### config.mk
export PLATFORM = sky130hd
export DESIGN_NAME = cau_comb
export DESIGN_NICKNAME = d
export VERILOG_FILES = /design/src/rtl/core/cau_pkg.sv /design/src/rtl/core/cau_comb.sv
export SDC_FILE = /design/constraint.sdc
export NUM_CORES = 1
export LEC_CHECK = 0
export BUFFER_PORTS_ARGS = -buffer_cell sky130_fd_sc_hd__buf_2
export CAP_MARGIN = 20
export CORE_ASPECT_RATIO = 1.2
export CORE_MARGIN = 5
export CORE_UTILIZATION = 45
export CTS_CLUSTER_DIAMETER = 60
export DETAILED_ROUTE_END_ITERATION = 8
export HOLD_SLACK_MARGIN = 0.03
export PLACE_DENSITY = 0.76
export SETUP_SLACK_MARGIN = 0.2
export SYNTH_ARGS = -nofsm -noshare
export SYNTH_HDL_FRONTEND = slang
export SYNTH_SLANG_ARGS = --single-unit
### constraint.sdc
create_clock -name clk -period 6.1 [get_ports clk]
set_input_delay 1.22 -clock clk [delete_from_list [all_inputs] [get_ports clk]]
set_output_delay 1.22 -clock clk [all_outputs]
set_load 0.005 [all_outputs]
### src/rtl/core/cau_pkg.sv
// shared types, operation codes and saturation helpers for the complex arithmetic unit
package cau_pkg;

	typedef enum logic [3:0] {
		K_ADD     = 4'd0,
		K_SUB     = 4'd1,
		K_MUL     = 4'd2,
		K_DIV     = 4'd3,
		K_CONJ    = 4'd4,
		K_NEG     = 4'd5,
		K_SCALE   = 4'd6,
		K_MODSQ   = 4'd7,
		K_NONZERO = 4'd8,
		K_ISINF   = 4'd9
	} kind_t;

	localparam logic [1:0] ST_OK  = 2'd0;
	localparam logic [1:0] ST_INF = 2'd1;
	localparam logic [1:0] ST_NAN = 2'd2;

	localparam logic [31:0] POS_MAX = 32'h7fff_ffff;
	localparam logic [31:0] NEG_MIN = 32'h8000_0000;

	// quotient bits plus one range check stage
	localparam int QBITS      = 32;
	localparam int DIV_STAGES = QBITS + 1;

	typedef struct packed {
		logic [3:0]         kind;
		logic signed [31:0] a_re;
		logic signed [31:0] a_im;
		logic signed [31:0] b_re;
		logic signed [31:0] b_im;
		logic signed [31:0] scalar;
	} op_t;

	typedef struct packed {
		logic signed [31:0] res_re;
		logic signed [31:0] res_im;
		logic               flag;
		logic [1:0]         status;
	} res_t;

	// everything that rides alongside the divider
	typedef struct packed {
		logic [3:0]  kind;
		logic [31:0] re;
		logic [31:0] im;
		logic        flag;
		logic [1:0]  status;
		logic        neg_re;
		logic        neg_im;
		logic        div_ok;
	} side_t;

	function automatic logic [31:0] sat33(input logic [32:0] v);
		logic [31:0] r;
		if (v[32] != v[31]) begin
			r = v[32] ? NEG_MIN : POS_MAX;
		end else begin
			r = v[31:0];
		end
		return r;
	endfunction

	// sign and magnitude to saturated two's complement
	function automatic logic [31:0] sat_sm(input logic neg, input logic [63:0] mag);
		logic [31:0] r;
		if (neg) begin
			r = (|mag[63:31]) ? NEG_MIN : 32'd0 - mag[31:0];
		end else begin
			r = (|mag[63:31]) ? POS_MAX : mag[31:0];
		end
		return r;
	endfunction

endpackage

### src/rtl/core/cau_comb.sv
// second and third stages: product sums, sign and magnitude, multiply results
module cau_comb import cau_pkg::*; #(
	parameter int FRAC_BITS = 16
) (
	input  logic               clk,
	input  logic [1:0]         en,
	input  logic signed [63:0] p1_s1,
	input  logic signed [63:0] p2_s1,
	input  logic signed [63:0] p3_s1,
	input  logic signed [63:0] p4_s1,
	input  logic signed [63:0] p5_s1,
	input  logic signed [63:0] p6_s1,
	input  side_t              side_s1,
	output logic [63:0]        mag_re_s3,
	output logic [63:0]        mag_im_s3,
	output logic [63:0]        den_s3,
	output side_t              side_s3
);

	logic [64:0] e1, e2, e3, e4;
	logic [64:0] add_re, add_im, sre, sim;
	logic [64:0] sre_s2, sim_s2;
	logic [63:0] den_s2;
	side_t       side_s2;
	logic        neg_re, neg_im;
	logic [64:0] nre, nim;
	logic [63:0] mag_re, mag_im;
	side_t       side;

	assign e1 = {p1_s1[63], p1_s1};
	assign e2 = {p2_s1[63], p2_s1};
	assign e3 = {p3_s1[63], p3_s1};
	assign e4 = {p4_s1[63], p4_s1};

	always_comb begin
		case (side_s1.kind)
			K_MUL: begin
				add_re = 65'd0 - e2;
				add_im = e4;
			end
			K_DIV: begin
				add_re = e2;
				add_im = 65'd0 - e3;
			end
			K_MODSQ: begin
				add_re = e2;
				add_im = 65'd0;
			end
			default: begin
				add_re = 65'd0;
				add_im = 65'd0;
			end
		endcase
	end

	// for division the imaginary numerator is a_im*b_re - a_re*b_im
	assign sre = e1 + add_re;
	assign sim = (side_s1.kind == K_DIV) ? e4 + add_im : e3 + add_im;

	always_ff @(posedge clk) begin
		if (en[0]) begin
			sre_s2  <= sre;
			sim_s2  <= sim;
			den_s2  <= p5_s1 + p6_s1;
			side_s2 <= side_s1;
		end
	end

	assign neg_re = sre_s2[64];
	assign neg_im = sim_s2[64];
	assign nre = 65'd0 - sre_s2;
	assign nim = 65'd0 - sim_s2;
	assign mag_re = neg_re ? nre[63:0] : sre_s2[63:0];
	assign mag_im = neg_im ? nim[63:0] : sim_s2[63:0];

	always_comb begin
		side = side_s2;
		side.neg_re = neg_re;
		side.neg_im = neg_im;
		case (side_s2.kind)
			K_MUL, K_SCALE: begin
				side.re = sat_sm(neg_re, mag_re >> FRAC_BITS);
				side.im = sat_sm(neg_im, mag_im >> FRAC_BITS);
			end
			K_MODSQ: begin
				side.re = sat_sm(neg_re, mag_re >> FRAC_BITS);
				side.im = 32'd0;
			end
			K_DIV: begin
				if (den_s2 != 64'd0) begin
					side.div_ok = 1'b1;
					side.re = 32'd0;
					side.status = ST_OK;
				end
			end
			default: begin
			end
		endcase
	end

	always_ff @(posedge clk) begin
		if (en[1]) begin
			mag_re_s3 <= mag_re;
			mag_im_s3 <= mag_im;
			den_s3    <= den_s2;
			side_s3   <= side;
		end
	end

endmodule

Yosys cells after proc, flatten, opt, wreduce, memory -nomap -nowiden
Cells that the tools add are included.
W data, S select, Z words.
- register bits: 532
- latch bits: 0
- bits in writable memories: 0
- bits in read-only memories: 0
- bits of input ports: 461
- output and inout port bits: 266
- logic and storage cells: 61
- memories kept: 0
- add/subtract/negate cells: 10
- $mul: 0
- div/mod/pow operators: 0
- order comparisons: 0
- eq/ne operators: 7
- shifts and indexed selects: 0
- multiplexer cells: 18
- bitwise gates (word level): 0
- reductions and logical operators: 6
- operator list (kind ; count):
    $pmux W65 S2 ; 2
    $mux W32 ; 7
    $add A65 B65 Y65 ; 3
    $sub A1 B64 Y65 const A ; 2
    $mux W64 ; 2
    $pmux W32 S2 ; 2
    $sub A1 B64 Y64 const A ; 2
    $mux W65 ; 1
    $add A64 B64 Y64 ; 1
    $reduce_bool A64 Y1 ; 1
    $sub A1 B32 Y32 const A ; 2
    $reduce_or A17 Y1 ; 2
    $eq A4 B2 Y1 const B ; 4
    $eq A4 B3 Y1 const B ; 3
    $mux W2 ; 2
    $reduce_or A2 Y1 ; 2
    $reduce_or A3 Y1 ; 1
    $mux W1 ; 2

Logic depth before layout (Yosys ltp)
- depth after elaboration: 6
- gate-level depth with buffers: 23
- gate-level depth less buffers: 22

Least setup slack after synthesis
No wires, ideal clock.
- path kind: input -> register
- from: in p2_s1[12]
- to: reg sre_s2[61] (data pin)
- library setup time: 270 ps
- data arrival time: 6357 ps
- data required time: 5830 ps
- path slack: -527 ps
- cell stages on the path: 18
- path buffers: 0
- cells stage by stage: or4_1 -> or4_1 -> or4_1 -> or3_1 -> or3b_2 -> or2_2 -> a31oi_1 -> ha_1 -> nand3_1 -> a211oi_1 -> a211oi_1 -> o221ai_1 -> a31oi_1 -> o31ai_1 -> a21oi_1 -> o31a_1 -> o2111ai_1 -> or3b_2
- word-level cells in the longest chain between the ends: 3
- ends and longest elaborated chain (what ; line ; RTL):
    start, declared ; cau_comb.sv:8 ; input logic signed [63:0] p2_s1,
    $sub A1 B64 Y65 ; cau_comb.sv:38 ; add_re = 65'd0 - e2;
    $pmux W65 S2 * ; cau_comb.sv:36 ; case (side_s1.kind)
    $add A65 B65 Y65 * ; cau_comb.sv:57 ; assign sre = e1 + add_re;
    named net sre[61] ; cau_comb.sv:21 ; logic [64:0] add_re, add_im, sre, sim;
    end signal, assigned ; cau_comb.sv:62 ; sre_s2 <= sre;
    end, declared ; cau_comb.sv:22 ; logic [64:0] sre_s2, sim_s2;
Mark *: on every way through the listed nets, which the timed path passes. The rest lies on a longest branch.
A chain may end at the register's enable or synchronous reset.

Worst setup path in the final report
Ends and elaborated chain as after synthesis.

==> impl_metrics.csv <==
group,metric,value,unit
power,max-vdd-ir-drop,0.222,mV
route,num_vias,36211,
logic_synthesis,muxShareOfSynthArea,2.82,%
placement,dp_cells,5969,
timing,fmax,0.174,GHz
clocking,cts_tree,"done",
timing,maxSlewHeadroom,28.1,%
logic_synthesis,synth_enable_flop_cells,532,
hold_path,min_path_cells,0,
logic_synthesis,synth_compound_gate_area_share,20.5,%
global_routing,grt_use_total,27.9,%
critical_path,crit_required,6.46,ns
route,wire_per_inst,22.1,um
cells_and_area,nNetsFinal,5567,
global_routing,grt_overflow,0,
die,dieArea,91000,um2
timing,fin_crit,5.76,ns
die,die_height,330,um
placement,placed_area,45600,um2
timing,fin_skew,0.0280,ns
logic_synthesis,syn_area,38300,um2
global_routing,antenna_found_initial,19,
logic_synthesis,syn_avg_cell_area,9.67,um2
die,io_pins,727,
route,via_per_inst,5.94,
logic_synthesis,yosysMostFrequentCell,"edfxtp_1",
logic_synthesis,synthTopCellsByCount,"edfxtp_1, nand2_1, o21ai_0",
power,power_leakage,0.0195,uW
logic_synthesis,synthFlopType,"edfxtp_1",
logic_synthesis,synthAdderAreaFrac,6.60,%
logic_synthesis,synth_sequential_area_ratio,41.7,%
logic_synthesis,synth_top_family_by_area,"compound AO/OA/AOI/OAI gates",
route,initialDrtViolationCount,3610,
logic_synthesis,yosysTopAreaCellShare,41.7,%
job,cap_violations,0,
cells_and_area,areaGrowthSynthToFinish,25.0,%
cells_and_area,finalNonFillerCells,6098,
clocking,path_clk_slew,0.06,ns
critical_path,critPathCaptureType,"flip-flop",
placement,dp_hpwl,109000,um
timing,drv_slew,0,
global_routing,grt_pass1_wl,202000,um
clocking,insertion_delay,0.63,ns
timing,tightest_slew,1.08,ns
route,wirelength,135000,um
logic_synthesis,synth_cell_types,86,
die,fp.dieW,276,um
placement,place_congestion,0.959,
logic_synthesis,synth_fp_nets,4621,
logic_synthesis,netlist_instances,3960,
critical_path,crit_arrival,6.12,ns
clocking,htree_levels,2,
critical_path,reg2reg_depth,10,
clocking,clockBufferDepth,3,
timing,post-route-period-util,94.4,%
die,fp-row-count,117,
logic_synthesis,synth.area.top_cells,"edfxtp_1, ha_1, xnor2_1, o21ai_0, a21oi_1",
logic_synthesis,synth_top_cell_by_area,"edfxtp_1",
clocking,numCtsBuffers,56,
critical_path,critPathLaunchType,"input port",
power,powerDensity,239,nW/um2
critical_path,cp_max_fo,5,
logic_synthesis,ys_ff_latch,532,
route,antenna_left,0,
logic_synthesis,synth-xor-area-share,8.28,%
clocking,numClockSinks,532,
timing,rsz0062_at_grt,"yes",
run_status,outcome,"finished, final reports clean",
cells_and_area,drive_above_1_share,27.7,%
placement,port_buffers,724,
critical_path,crit_type,"input port to flip-flop",
global_routing,grt_max_degree,105,
die,core_area,84600,um2
clocking,clockRootBuffer,"clkbuf_16",
logic_synthesis,ys_warn_count,0,
logic_synthesis,async_reset_ff_share,0,%
timing,whs,0.447,ns
cells_and_area,stdcell_area,47800,um2
timing,setup_viol,0,
timing,hold_viol,0,
clocking,ctsHoldBuffers,0,
hold_path,hold_path.class,"flip-flop to flip-flop",
cells_and_area,fillCellCount,7452,
route,drc_errors,0,
route,firstDrtPassIters,8,
global_routing,grt_pass1_vias,34215,
logic_synthesis,synthSimpleGateAreaFrac,16.8,%
die,start_util,45.2,%
power,p_total,11400,uW
## path summary, 6_finish.rpt
path | slack, ns | to | startpoint
worst max-delay path | 0.34 | sre_s2[61]$_DFFE_PP_ | p2_s1[12]
worst min-delay path | 0.45 | side_s3[71]$_DFFE_PP_ | side[71]$_DFFE_PP_
worst max register to register | 0.87 | side_s3[41]$_DFFE_PP_ | sre_s2[30]$_DFFE_PP_
worst min register to register | 0.45 | side_s3[71]$_DFFE_PP_ | side[71]$_DFFE_PP_
## area by class of cell
| type | instances | area, um2 | share of cell area (%) |
|---|---|---|---|
| Antenna cell | 15 | 37.5 | 0.0785 |
| Clock buffer | 66 | 1480 | 3.10 |
| Clock inverter | 39 | 420 | 0.879 |
| Inverter | 131 | 492 | 1.03 |
| Multi-Input combinational cell | 3099 | 21600 | 45.1 |
| Sequential cell | 532 | 16000 | 33.4 |
| Tap cell | 1130 | 1410 | 2.96 |
| Timing Repair Buffer | 1086 | 6420 | 13.4 |
## what timing repair did
item / in CTS / in global routing
endpoints found under the setup margin: 0 / 25
gates resized for setup: 0 / 45
setup buffers: 0 / 9
## worst max-delay path, cell delays in order
cell and delay (ns):
buf_2 0.11, or4_4 0.58, or4_4 0.44, or4_4 0.43, or3_4 0.34, or3b_4 0.41, or2_4 0.25, a31oi_4 0.22
ha_4 0.25, nand3_4 0.08, nor3_2 0.05, a211oi_2 0.22, o221ai_1 0.15, a31oi_2 0.28, o31ai_4 0.10, a21oi_2 0.19
o31a_1 0.18, buf_4 0.15, nor3_1 0.05, or3b_2 0.43
## routing by layer
metal	share of wire (%)	up-vias	wire [um]	track usage [%]
met5	0.036	-	48	0
met4	4.5	8	6050	11.4
met3	7.8	267	10500	4.74
met2	46	1724	61500	44.8
met1	42	17138	56600	38.0
li1	-	17074	-	-
## placed cells by master (no fill, tap or decap), types with 193 or more instances in the layout
cell type,synthesis,layout
edfxtp_1,532,532
xnor2_1,233,232
a21oi_1,246,234
o21ai_0,298,282
nor2_1,204,201
buf_2,14,722
nand2_1,314,313
ha_1,197,193
buf_4,1,357
## state kept, by name (all words and copies together) (netlist names)
signal / flops
side_s2: 67
sim_s2: 65
den_s3: 64
mag_im_s3: 64
mag_re_s3: 64
den_s2: 64
side: 5
side_s3: 74
sre_s2: 65
## cell families (layout without fill, tap and decap cells)
logic type | count (synthesis) | after routing
AOI/OAI and AO/OA | 1198 | 1198
muxes | 99 | 99
buffers and inverters | 329 | 1322
and+or+nand+nor | 1240 | 1240
xor gates and xnor gates | 362 | 362
DFF | 532 | 532
adders and majority gates | 200 | 200
other | 0 | 15
## per-stage QoR
step | util [%] | setup slack [ns] | TNS (ns)
floorplan | - | -0.247 | -0.257
global placement | 53.9 | -0.425 | -7.00
detailed placement | 53.9 | -0.439 | -8.32
CTS | 56.2 | 0.220 | 0
global route | 56.5 | 0.165 | 0
finish | 56.5 | 0.340 | 0
## power by group
part / internal, uW / switching, uW
combinational: 1200 / 1730
sequential: 4660 / 346
clock: 1990 / 1530
total: 7840 / 3600
Note: power is estimated with default switching activity, not from simulation.
